<file path="src/rtl/arp_cache_table_unit_macros.svh">
// ----------------------------------------------------------------------------
// arp_cache_table_unit_macros.svh
// Assertion shorthands for the address-resolution cache. The clock is clk
// and the asynchronous active-low reset is arst_n in every user.
// ----------------------------------------------------------------------------
`ifndef ARP_CACHE_TABLE_UNIT_MACROS_SVH
`define ARP_CACHE_TABLE_UNIT_MACROS_SVH

// same-cycle implication
`define ACT_ASSERT_NOW(lbl, ante, cons, msg) \
	lbl: assert property (@(posedge clk) disable iff (!arst_n) (ante) |-> (cons)) \
		else $error(msg);

// next-cycle implication
`define ACT_ASSERT_NEXT(lbl, ante, cons, msg) \
	lbl: assert property (@(posedge clk) disable iff (!arst_n) (ante) |=> (cons)) \
		else $error(msg);

`endif

</file>
<file path="src/rtl/act_pkg.sv">
// ----------------------------------------------------------------------------
// act_pkg
// Shared types and constants of the address-resolution cache.
// ----------------------------------------------------------------------------
package act_pkg;

	localparam int unsigned IP_W  = 32;
	localparam int unsigned MAC_W = 48;
	localparam int unsigned ENT_W = IP_W + MAC_W;

	localparam logic FUNC_LOOKUP = 1'b0;
	localparam logic FUNC_ADD    = 1'b1;

	typedef enum logic [2:0] {
		ST_IDLE = 3'b001,
		ST_SCAN = 3'b010,
		ST_DONE = 3'b100
	} act_state_t;

endpackage

</file>
<file path="src/rtl/act_ram.sv">
// ----------------------------------------------------------------------------
// act_ram
// Generic simple dual-port RAM: one write port, one read port with
// registered read data.
// ----------------------------------------------------------------------------
module act_ram #(
	parameter int unsigned WIDTH = 80,
	parameter int unsigned DEPTH = 8
) (
	input  logic                     clk,
	input  logic                     we,
	input  logic [$clog2(DEPTH)-1:0] waddr,
	input  logic [WIDTH-1:0]         wdata,
	input  logic                     re,
	input  logic [$clog2(DEPTH)-1:0] raddr,
	output logic [WIDTH-1:0]         rdata
);

	logic [WIDTH-1:0] mem_q [DEPTH];
	logic [WIDTH-1:0] rdata_q;

	always_ff @(posedge clk) begin
		if (we) begin
			mem_q[waddr] <= wdata;
		end
		if (re) begin
			rdata_q <= mem_q[raddr];
		end
	end

	assign rdata = rdata_q;

endmodule

</file>
<file path="src/rtl/arp_cache_table_unit.sv">
// ----------------------------------------------------------------------------
// arp_cache_table_unit - address-resolution cache, round-robin replacement
// Scan: ST_SCAN reads one slot per cycle from the RAM; the scan stops at the
//   first matching slot or the last slot, and ST_DONE fills the output register.
// Throughput: one item at a time; the next beat is taken the cycle after the
//   result moves to the output register.
// Reset: per-slot valid bits and the replacement pointer clear at once; an
//   invalid slot reads as IP 0 / MAC 0, so no clearing pass is needed.
// ----------------------------------------------------------------------------
`include "arp_cache_table_unit_macros.svh"

module arp_cache_table_unit
	import act_pkg::*;
#(
	parameter int unsigned ENTRIES = 8
) (
	input  logic             clk,
	input  logic             arst_n,
	input  logic             in_valid,
	output logic             in_stall,
	input  logic             func,
	input  logic [IP_W-1:0]  ip_address,
	input  logic [MAC_W-1:0] mac_address,
	output logic             out_valid,
	input  logic             out_stall,
	output logic             hit,
	output logic [MAC_W-1:0] mac_out
);

	localparam int unsigned IDX_W = $clog2(ENTRIES);

	act_state_t         state_q;
	logic               func_q;
	logic [IP_W-1:0]    ip_q;
	logic [MAC_W-1:0]   mac_q;
	logic [IDX_W:0]     scan_q;
	logic [IDX_W-1:0]   ptr_q;
	logic [ENTRIES-1:0] valid_q;

	logic               cmp_vld_s1;
	logic [IDX_W-1:0]   cmp_idx_s1;
	logic               ent_vld_s1;

	logic               res_hit_q;
	logic [MAC_W-1:0]   res_mac_q;
	logic               out_vld_q;
	logic               out_hit_q;
	logic [MAC_W-1:0]   out_mac_q;

	logic               in_acc;
	logic               rd_en;
	logic [ENT_W-1:0]   rd_data;
	logic [IP_W-1:0]    ent_ip;
	logic [MAC_W-1:0]   ent_mac;
	logic               match;
	logic               last;
	logic               resolve;
	logic               mem_we;
	logic [IDX_W-1:0]   wr_addr;
	logic [IDX_W-1:0]   ptr_nxt;
	logic               out_free;

	assign in_acc   = in_valid && !in_stall;
	assign in_stall = (state_q != ST_IDLE);
	assign rd_en    = (state_q == ST_SCAN) && (scan_q < (IDX_W+1)'(ENTRIES));

	act_ram #(
		.WIDTH (ENT_W),
		.DEPTH (ENTRIES)
	) u_ram (
		.clk   (clk),
		.we    (mem_we),
		.waddr (wr_addr),
		.wdata ({ip_q, mac_q}),
		.re    (rd_en),
		.raddr (scan_q[IDX_W-1:0]),
		.rdata (rd_data)
	);

	// never-written slots read as cleared
	assign ent_ip  = ent_vld_s1 ? rd_data[ENT_W-1 -: IP_W] : '0;
	assign ent_mac = ent_vld_s1 ? rd_data[MAC_W-1:0] : '0;
	assign match   = (ent_ip == ip_q);
	assign last    = (cmp_idx_s1 == IDX_W'(ENTRIES - 1));
	assign resolve = (state_q == ST_SCAN) && cmp_vld_s1 && (match || last);

	assign ptr_nxt = (ptr_q == IDX_W'(ENTRIES - 1)) ? '0 : ptr_q + 1'b1;
	assign mem_we  = resolve && (func_q == FUNC_ADD);
	assign wr_addr = match ? cmp_idx_s1 : ptr_nxt;

	assign out_free = !out_vld_q || !out_stall;

	always_ff @(posedge clk or negedge arst_n) begin
		if (!arst_n) begin
			state_q    <= ST_IDLE;
			ptr_q      <= '0;
			valid_q    <= '0;
			cmp_vld_s1 <= 1'b0;
			out_vld_q  <= 1'b0;
		end else begin
			cmp_vld_s1 <= rd_en;
			if (mem_we) begin
				valid_q[wr_addr] <= 1'b1;
				if (!match) begin
					ptr_q <= ptr_nxt;
				end
			end
			if (out_vld_q && !out_stall) begin
				out_vld_q <= 1'b0;
			end
			case (state_q)
				ST_IDLE: begin
					if (in_acc) begin
						state_q <= ST_SCAN;
					end
				end
				ST_SCAN: begin
					if (resolve) begin
						state_q <= ST_DONE;
					end
				end
				ST_DONE: begin
					if (out_free) begin
						out_vld_q <= 1'b1;
						state_q   <= ST_IDLE;
					end
				end
				default: begin
					state_q <= ST_IDLE;
				end
			endcase
		end
	end

	// payload and datapath registers
	always_ff @(posedge clk) begin
		if (in_acc) begin
			func_q <= func;
			ip_q   <= ip_address;
			mac_q  <= mac_address;
			scan_q <= '0;
		end else if (rd_en) begin
			scan_q <= scan_q + 1'b1;
		end
		if (rd_en) begin
			cmp_idx_s1 <= scan_q[IDX_W-1:0];
			ent_vld_s1 <= valid_q[scan_q[IDX_W-1:0]];
		end
		if (resolve) begin
			res_hit_q <= match;
			res_mac_q <= (func_q == FUNC_LOOKUP && match) ? ent_mac : '0;
		end
		if (state_q == ST_DONE && out_free) begin
			out_hit_q <= res_hit_q;
			out_mac_q <= res_mac_q;
		end
	end

	assign out_valid = out_vld_q;
	assign hit       = out_hit_q;
	assign mac_out   = out_mac_q;

	`ACT_ASSERT_NEXT(a_accept_scans, in_acc, state_q == ST_SCAN,
		"accepted beat did not start a scan")
	`ACT_ASSERT_NOW(a_write_on_resolve, mem_we, (state_q == ST_SCAN) && cmp_vld_s1,
		"RAM write outside scan resolution")
	`ACT_ASSERT_NEXT(a_replace_moves_ptr, mem_we && !match, ptr_q != $past(ptr_q),
		"replacement did not advance pointer")
	`ACT_ASSERT_NOW(a_mac_needs_hit, out_valid && (mac_out != '0), hit,
		"nonzero MAC returned without hit")

endmodule

</file>
<file path="config.mk">
export PLATFORM = sky130hd
export DESIGN_NAME = arp_cache_table_unit
export DESIGN_NICKNAME = d
export VERILOG_FILES = /design/src/rtl/act_pkg.sv /design/src/rtl/act_ram.sv /design/src/rtl/arp_cache_table_unit.sv
export VERILOG_INCLUDE_DIRS = /design/src /design/src/rtl
export SDC_FILE = /design/constraint.sdc
export NUM_CORES = 1
export LEC_CHECK = 0
export BUFFER_PORTS_ARGS = -buffer_cell sky130_fd_sc_hd__buf_2
export CAP_MARGIN = 20
export CORE_ASPECT_RATIO = 0.7
export CORE_MARGIN = 3
export CORE_UTILIZATION = 37
export CTS_BUF_LIST = sky130_fd_sc_hd__clkbuf_8
export DETAILED_ROUTE_END_ITERATION = 6
export SLEW_MARGIN = 40
export SYNTH_ARGS = -nofsm -noshare
export SYNTH_HDL_FRONTEND = slang
export SYNTH_HIERARCHICAL = 1
export SYNTH_SLANG_ARGS = --single-unit
</file>
<file path="constraint.sdc">
create_clock -name clk -period 13.7 [get_ports clk]
set_input_delay 0.685 -clock clk [delete_from_list [all_inputs] [get_ports clk]]
set_output_delay 0.685 -clock clk [all_outputs]
set_load 0.1 [all_outputs]
</file>
Word level (Yosys, flattened, before mapping)
Memory sizes are Yosys's and may differ from the RTL's. A register that Yosys moved wholly into a read port is not among the register bits.
Cells that the tools add are included.
{ "word_totals": {"register_bits": 203, "mem_bits_rw": 640, "inputBits": 85, "output_inout_bits": 51, "wordCells": 68, "memories": 1} }
{ "memory_table": {"columns": ["name", "depth", "word_bits", "read_ports", "rd_ports_with_merged_regs", "write_ports", "line", "rtl"], "rows": [
  ["u_ram.mem_q", 8, 80, 1, 1, 1, "act_ram.sv:19", "logic [WIDTH-1:0] mem_q [DEPTH];"]
]} }
{ "op_classes": {"n_addsub": 2, "magnitude_cmp": 4, "n_eq_ne": 10, "mux": 16, "bitwise": 3, "reduce_logical": 17} }
{ "ops": {"columns": ["operator", "count"], "rows": [
  ["32-bit == test", 1],
  ["32-bit 2-to-1 mux", 1],
  ["3-bit 2-to-1 mux", 5],
  ["3-bit == test, second input constant", 3],
  ["1-bit logical AND", 9],
  ["3-bit case mux with 3 select lines", 1],
  ["3-bit by 4-bit < comparator with 1-bit output, second input constant", 2],
  ["8-bit bitwise OR", 1],
  ["1-bit 2-to-1 mux", 7],
  ["2-bit != test, second input constant", 3],
  ["4-bit by 1-bit adder with 4-bit output, second input constant", 1],
  ["4-bit < comparator, second input constant", 1],
  ["2-bit AND reduction", 2],
  ["3-bit by 1-bit adder with 3-bit output, second input constant", 1],
  ["1-bit binary-select mux with 3-bit select", 1],
  ["1-bit demux with 3-bit select", 1],
  ["3-bit by 1-bit == test with 1-bit output, second input constant", 1],
  ["3-bit by 2-bit == test with 1-bit output, second input constant", 1],
  ["3-bit by 1-bit greater-or-equal comparator with 1-bit output, second input constant", 1],
  ["1-bit logical NOT", 3],
  ["3-bit by 1-bit != test with 1-bit output, second input constant", 1],
  ["3-bit AND reduction", 1],
  ["1-bit logical OR", 2],
  ["1-bit NOT", 2]
]} }

Logic depth before layout (Yosys ltp)
{ "logic_depth": {"word_depth": 8, "ltp_mapped": 11, "ltp_nobuf": 9} }

Hierarchy
Netlist, hierarchy kept.
{ "by_module_without_submodules": {"columns": ["module", "instances", "cells_per_inst", "area_each_um2", "seq_area_each_um2"], "rows": [
  ["act_ram", 1, 1018, 26455.4, 21620.7],
  ["arp_cache_table_unit", 1, 506, 7749.9, 5977.0]
]} }

Worst setup path before layout
Ideal clock, no wire load.
{ "synth_timing": {"kind": "flip-flop to flip-flop", "from": "register ent_vld_s1", "to": "memory u_ram.mem_q[0][0], enable pin", "setup_time_ns": 0.616, "arrival_ns": 7.510, "required_time_ns": 13.084, "slack_ns": 5.574, "stages_incl_launch_ff": 12, "n_path_buf": 2, "synth_period_minus_slack_ns": 8.126, "path_cell_list": "edfxtp_1 -> buf_2 -> buf_4 -> o21a_1 -> nor3_1 -> o22ai_1 -> nor4_4 -> nand2_1 -> inv_2 -> mux2_1 -> nand2b_1 -> nor3_1"} }
{ "synth_via": {"elab_cells_between_ends": 8, "cone_classes": "eq/ne (1); mux (4); reduce/logical (3)"} }
{ "synth_rtl": {"columns": ["item", "line", "rtl"], "rows": [
  ["from (decl)", "arp_cache_table_unit.sv:42", "logic ent_vld_s1;"],
  ["from (signal assigned)", "arp_cache_table_unit.sv:147", "ent_vld_s1 <= valid_q[scan_q[IDX_W-1:0]];"],
  ["32-bit 2-to-1 mux", "arp_cache_table_unit.sv:81", "assign ent_ip = ent_vld_s1 ? rd_data[ENT_W-1 -: IP_W] : '0;"],
  ["32-bit == test", "arp_cache_table_unit.sv:83", "assign match = (ent_ip == ip_q);"],
  ["via match", "arp_cache_table_unit.sv:55", "logic match;"],
  ["3-bit 2-to-1 mux", "arp_cache_table_unit.sv:89", "assign wr_addr = match ? cmp_idx_s1 : ptr_nxt;"],
  ["via wr_addr[2]", "arp_cache_table_unit.sv:59", "logic [IDX_W-1:0] wr_addr;"],
  ["to (decl)", "act_ram.sv:19", null]
]} }
The timed path passes the listed nets, and every way through them passes these cells.

Worst setup path after layout
{ "layout_timing": {"from": "register ent_vld_s1", "to": "memory u_ram.mem_q[6][73], enable pin"} }
The elaborated chain is that of the path after synthesis.

==> results.toml <==
[route]
avgViaCountPerCell = 4.984
route.detailed.drc = 0
ant_nets = 0
wl_met2_microns = 32890
highest_layer = "met4"
dr_total_vias = 15724
wl_met1_microns = 32030
first_drt_iteration_drcs = 1185
routed_wirelength_microns = 70260
dr.pass1.iters = 5
avgRoutedWirePerCell_microns = 22.27
routed_length_on_met3_microns = 4137

[floorplanning]
die_width_microns = 369.4
core_area_sq_um = 90820
fp.dieH_microns = 260.4
design.die.area_sq_um = 96190
placement_rows = 92
io_pins = 136
starting_utilization_of_the_core_area = 0.3766

[worst_setup_path]
path_class = "reg -> reg"
crit_path_frequent_cell = "sky130_fd_sc_hd__buf_4"
critical-path-slowest-cell = "sky130_fd_sc_hd__buf_4"
setup.worst_path.start_class = "flip-flop"
crit_path_max_fanout = 49
crit_chain = "buf_4 -> nand4b_1 -> o22ai_1 -> o22ai_1 -> nor4_4 -> nand2_1 -> inv_2 -> o21ai_0 -> nand2b_1 -> nor2_4 -> buf_4 -> buf_4"
critical_path.max_stage_delay_ns = 0.70
worst_ep_arrival_time_ns = 5.57
critPathBufInv = 4
rr_startpoint = "ent_vld_s1"
r2r_endpoint = "u_ram/mem_q[6][73]"
reg2reg_depth = 12
setup.worst_path.end_class = "flip-flop"
crit_family = "buffers and inverters"
rrSetupSlack_ns = 8.52
critPathRequiredTime_ns = 14.09

[outcome]
outcome = "finished clean"

[clock_tree]
clock-root-buffer = "sky130_fd_sc_hd__clkbuf_8"
clock_tree.htree_level_count = 4
number_of_clock_sinks = 923
cts.reportedPaths.clkPinSlew_ns = 0.07
tritoncts = "built"
inserted_clock_buffers = 145
post_cts.resized_instances = 0
postCtsSetupRepairBufs = 0
clock_path_buffers = 3
post_cts_hold_buffer_count = 42
clk_latency_ns = 0.79

[synth]
synth_async_sr_flop_share = 0.01733
synth_enable_flop_cells = 903
synthesized_nets = 1612
top_ff_cell_synth = "sky130_fd_sc_hd__edfxtp_1"
synth.cell_area_sq_um = 34210
yosysWarningCount = 6
seq_cells_post_synth = 923
portion_of_the_post_synthesis_area_used_by_sequential_elements = 0.8068
postSynthCellCount = 1524
synthesized_area_divided_by_synthesized_cell_count_sq_um = 22.44
synth.lib_cells_used.distinct = 49

[sta]
post-route-worst-setup-slack_ns = 8.517
setup_viol = 0
timing_max_transition_violations_final = 0
finalWorstPathRequiredPeriod_ns = 5.183
finClkSkew_ns = 0.03496
fmax_mhz = 192.9
hold_viol_final = 0
setup-tns-final_ns = 0
timing.max_slew.rel_slack = 0.4363
grt_setup_unrepaired = "no"
final.period_utilization = 0.3783
max_slew.worst_pin.slew_ns = 0.8455

[place]
place.detailed.hpwl_microns = 37500
place_ws_ns = 8.541
place.port_buffers = 135
gp_congestion = 0.7703

[hold_path]
hold_path_end = "ip_q[7]"
worst_hold_startpoint = "ip_address[7]"
holdCritPathClass = "in -> reg"
hold_path_depth = 1

[job]
timing.max_cap.violations = 0

[cells_and_area]
post_layout_net_count = 1908
syn_to_final_growth_pct = 15.61
final_core_occ = 0.4354
antenna_cells = 0
fill_cells = 7799
post_route_cells_drive_above_1_share = 0.3197

[global_route]
grt_start_max_net_pins = 75
grt_first_pass_wirelength_microns = 105500
antenna_violations_before_repair = 1
track_usage = 0.1485
first_global_vias = 16855
globalRouteOverflowTotal = 0

[power_and_ir_drop]
leakage_nw = 12.60
peakVddDrop_mv = 0.08907
p_per_area_nw_per_um2 = 161.7
==> registers in the layout, indices dropped and copies added, names as in the netlist <==
name         flops
out_valid        1
res_hit_q        1
res_mac_q       48
mac_q           48
ip_q            32
state_q          3
cmp_vld_s1       1
u_ram/rdata     80
scan_q           4
func_q           1
hit              1
ent_vld_s1       1
cmp_idx_s1       3
u_ram/mem_q    640
mac_out         48
valid_q          8
ptr_q            3
==> report_power, final <==
part | leakage (nW) | internal [mW] | switching [mW]
Combinational | 2.82 | 0.338 | 0.333
Sequential | 8.25 | 3.37 | 0.199
Clock | 1.53 | 1.11 | 1.04
==> stage by stage <==
stage | power, mW | cell area (sq um) | std cells | hold WS, ns
final | 6.394 | 39540 | 3155 | 0.09851
after CTS | 6.510 | 39530 | 3155 | 0.001064
after global routing | 6.705 | 39540 | 3155 | 0.03226
after detailed placement | 4.317 | 36430 | 2853 | 0.4054
after global placement | 4.296 | 36390 | 2852 | 0.4019
after floorplan | 4.095 | 34210 | 1524 | 0.3894
==> synthesized netlist by cell type (11+ instances only) <==
master / n / area share
sky130_fd_sc_hd__edfxtp_1: 903 / 0.79
sky130_fd_sc_hd__mux4_2: 162 / 0.11
sky130_fd_sc_hd__mux2_2: 84 / 0.028
sky130_fd_sc_hd__nor2_1: 67 / 0.0074
sky130_fd_sc_hd__inv_1: 53 / 0.0058
sky130_fd_sc_hd__buf_2: 25 / 0.0037
sky130_fd_sc_hd__o22ai_1: 24 / 0.0044
sky130_fd_sc_hd__nand3_1: 22 / 0.0032
sky130_fd_sc_hd__nor3_1: 22 / 0.0032
sky130_fd_sc_hd__clkbuf_1: 19 / 0.0021
sky130_fd_sc_hd__nand4b_1: 17 / 0.0044
sky130_fd_sc_hd__xor2_1: 17 / 0.0044
sky130_fd_sc_hd__o21a_1: 16 / 0.0035
sky130_fd_sc_hd__dfrtp_1: 15 / 0.011
sky130_fd_sc_hd__buf_6: 11 / 0.0036
==> worst register-to-register path, stage by stage, from the launching register on <==
cell                       delay [ns]
sky130_fd_sc_hd__edfxtp_1        0.33
sky130_fd_sc_hd__buf_4           0.44
sky130_fd_sc_hd__nand4b_1        0.17
sky130_fd_sc_hd__o22ai_1         0.17
sky130_fd_sc_hd__o22ai_1         0.22
sky130_fd_sc_hd__nor4_4          0.67
sky130_fd_sc_hd__nand2_1         0.27
sky130_fd_sc_hd__inv_2           0.20
sky130_fd_sc_hd__o21ai_0         0.28
sky130_fd_sc_hd__nand2b_1        0.35
sky130_fd_sc_hd__nor2_4          0.39
sky130_fd_sc_hd__buf_4           0.55
sky130_fd_sc_hd__buf_4           0.71
==> kinds of logic after synthesis <==
group | synth area share
AO/OA/AOI/OAI | 0.01236
AND/OR/NAND/NOR | 0.02433
buffers and inverters | 0.01584
XOR/XNOR | 0.004609
multiplexers | 0.1349
flip-flops | 0.8068
adder cells (fa/ha/maj) | 0.001097
==> layout make-up <==
class / instances / area, sq um / share of cell area
Clock inverter: 108 / 580.6 / 0.01468
Clock buffer: 152 / 2092 / 0.05290
Multi-Input combinational cell: 488 / 6152 / 0.1556
Tap cell: 1222 / 1529 / 0.03866
Inverter: 54 / 202.7 / 0.005126
Sequential cell: 923 / 27610 / 0.6982
Timing Repair Buffer: 208 / 1379 / 0.03487
==> layer usage <==
metal  track usage  vias up
met4       0.05208        0
met3       0.03581      102
li1              -     6880
met1        0.2049     8299
met2        0.2314      443
met5             0        -
==> layout by cell type, fill, tap and decap left out, types with 2 or more instances in the layout <==
cell	instances
sky130_fd_sc_hd__a211o_1	3
sky130_fd_sc_hd__a21oi_1	3
sky130_fd_sc_hd__a311o_1	2
sky130_fd_sc_hd__and3_1	3
sky130_fd_sc_hd__buf_2	135
sky130_fd_sc_hd__buf_4	20
sky130_fd_sc_hd__buf_6	10
sky130_fd_sc_hd__bufinv_16	4
sky130_fd_sc_hd__clkbuf_8	152
sky130_fd_sc_hd__clkinv_1	34
sky130_fd_sc_hd__clkinv_2	14
sky130_fd_sc_hd__clkinvlp_4	4
sky130_fd_sc_hd__dfrtp_1	15
sky130_fd_sc_hd__dfxtp_4	3
sky130_fd_sc_hd__dlygate4sd3_1	42
sky130_fd_sc_hd__edfxtp_1	903
sky130_fd_sc_hd__ha_1	3
sky130_fd_sc_hd__inv_1	98
sky130_fd_sc_hd__inv_6	5
sky130_fd_sc_hd__mux2_2	84
sky130_fd_sc_hd__mux4_2	162
sky130_fd_sc_hd__nand2_1	10
sky130_fd_sc_hd__nand2b_1	4
sky130_fd_sc_hd__nand3_1	22
sky130_fd_sc_hd__nand4b_1	17
sky130_fd_sc_hd__nor2_1	60
sky130_fd_sc_hd__nor2_4	7
sky130_fd_sc_hd__nor3_1	20
sky130_fd_sc_hd__nor3_2	2
sky130_fd_sc_hd__nor3b_1	2
sky130_fd_sc_hd__nor4_4	2
sky130_fd_sc_hd__o21a_1	16
sky130_fd_sc_hd__o21ai_0	2
sky130_fd_sc_hd__o22ai_1	24
sky130_fd_sc_hd__o311ai_0	2
sky130_fd_sc_hd__or2_2	2
sky130_fd_sc_hd__xor2_1	17
==> worst max path at each step <==
stage,endpoint,cells past startpoint,slack [ns],start
after floorplan,u_ram/mem_q[0][0],11,5.57,ent_vld_s1
after global placement,u_ram/mem_q[2][29],12,8.65,ent_vld_s1
after detailed placement,u_ram/mem_q[0][73],12,8.54,ent_vld_s1
after CTS,u_ram/mem_q[0][72],12,8.50,ent_vld_s1
after global routing,u_ram/mem_q[6][9],12,8.12,ent_vld_s1
final,u_ram/mem_q[6][73],12,8.52,ent_vld_s1
Note: power is estimated with default switching activity, not from simulation.
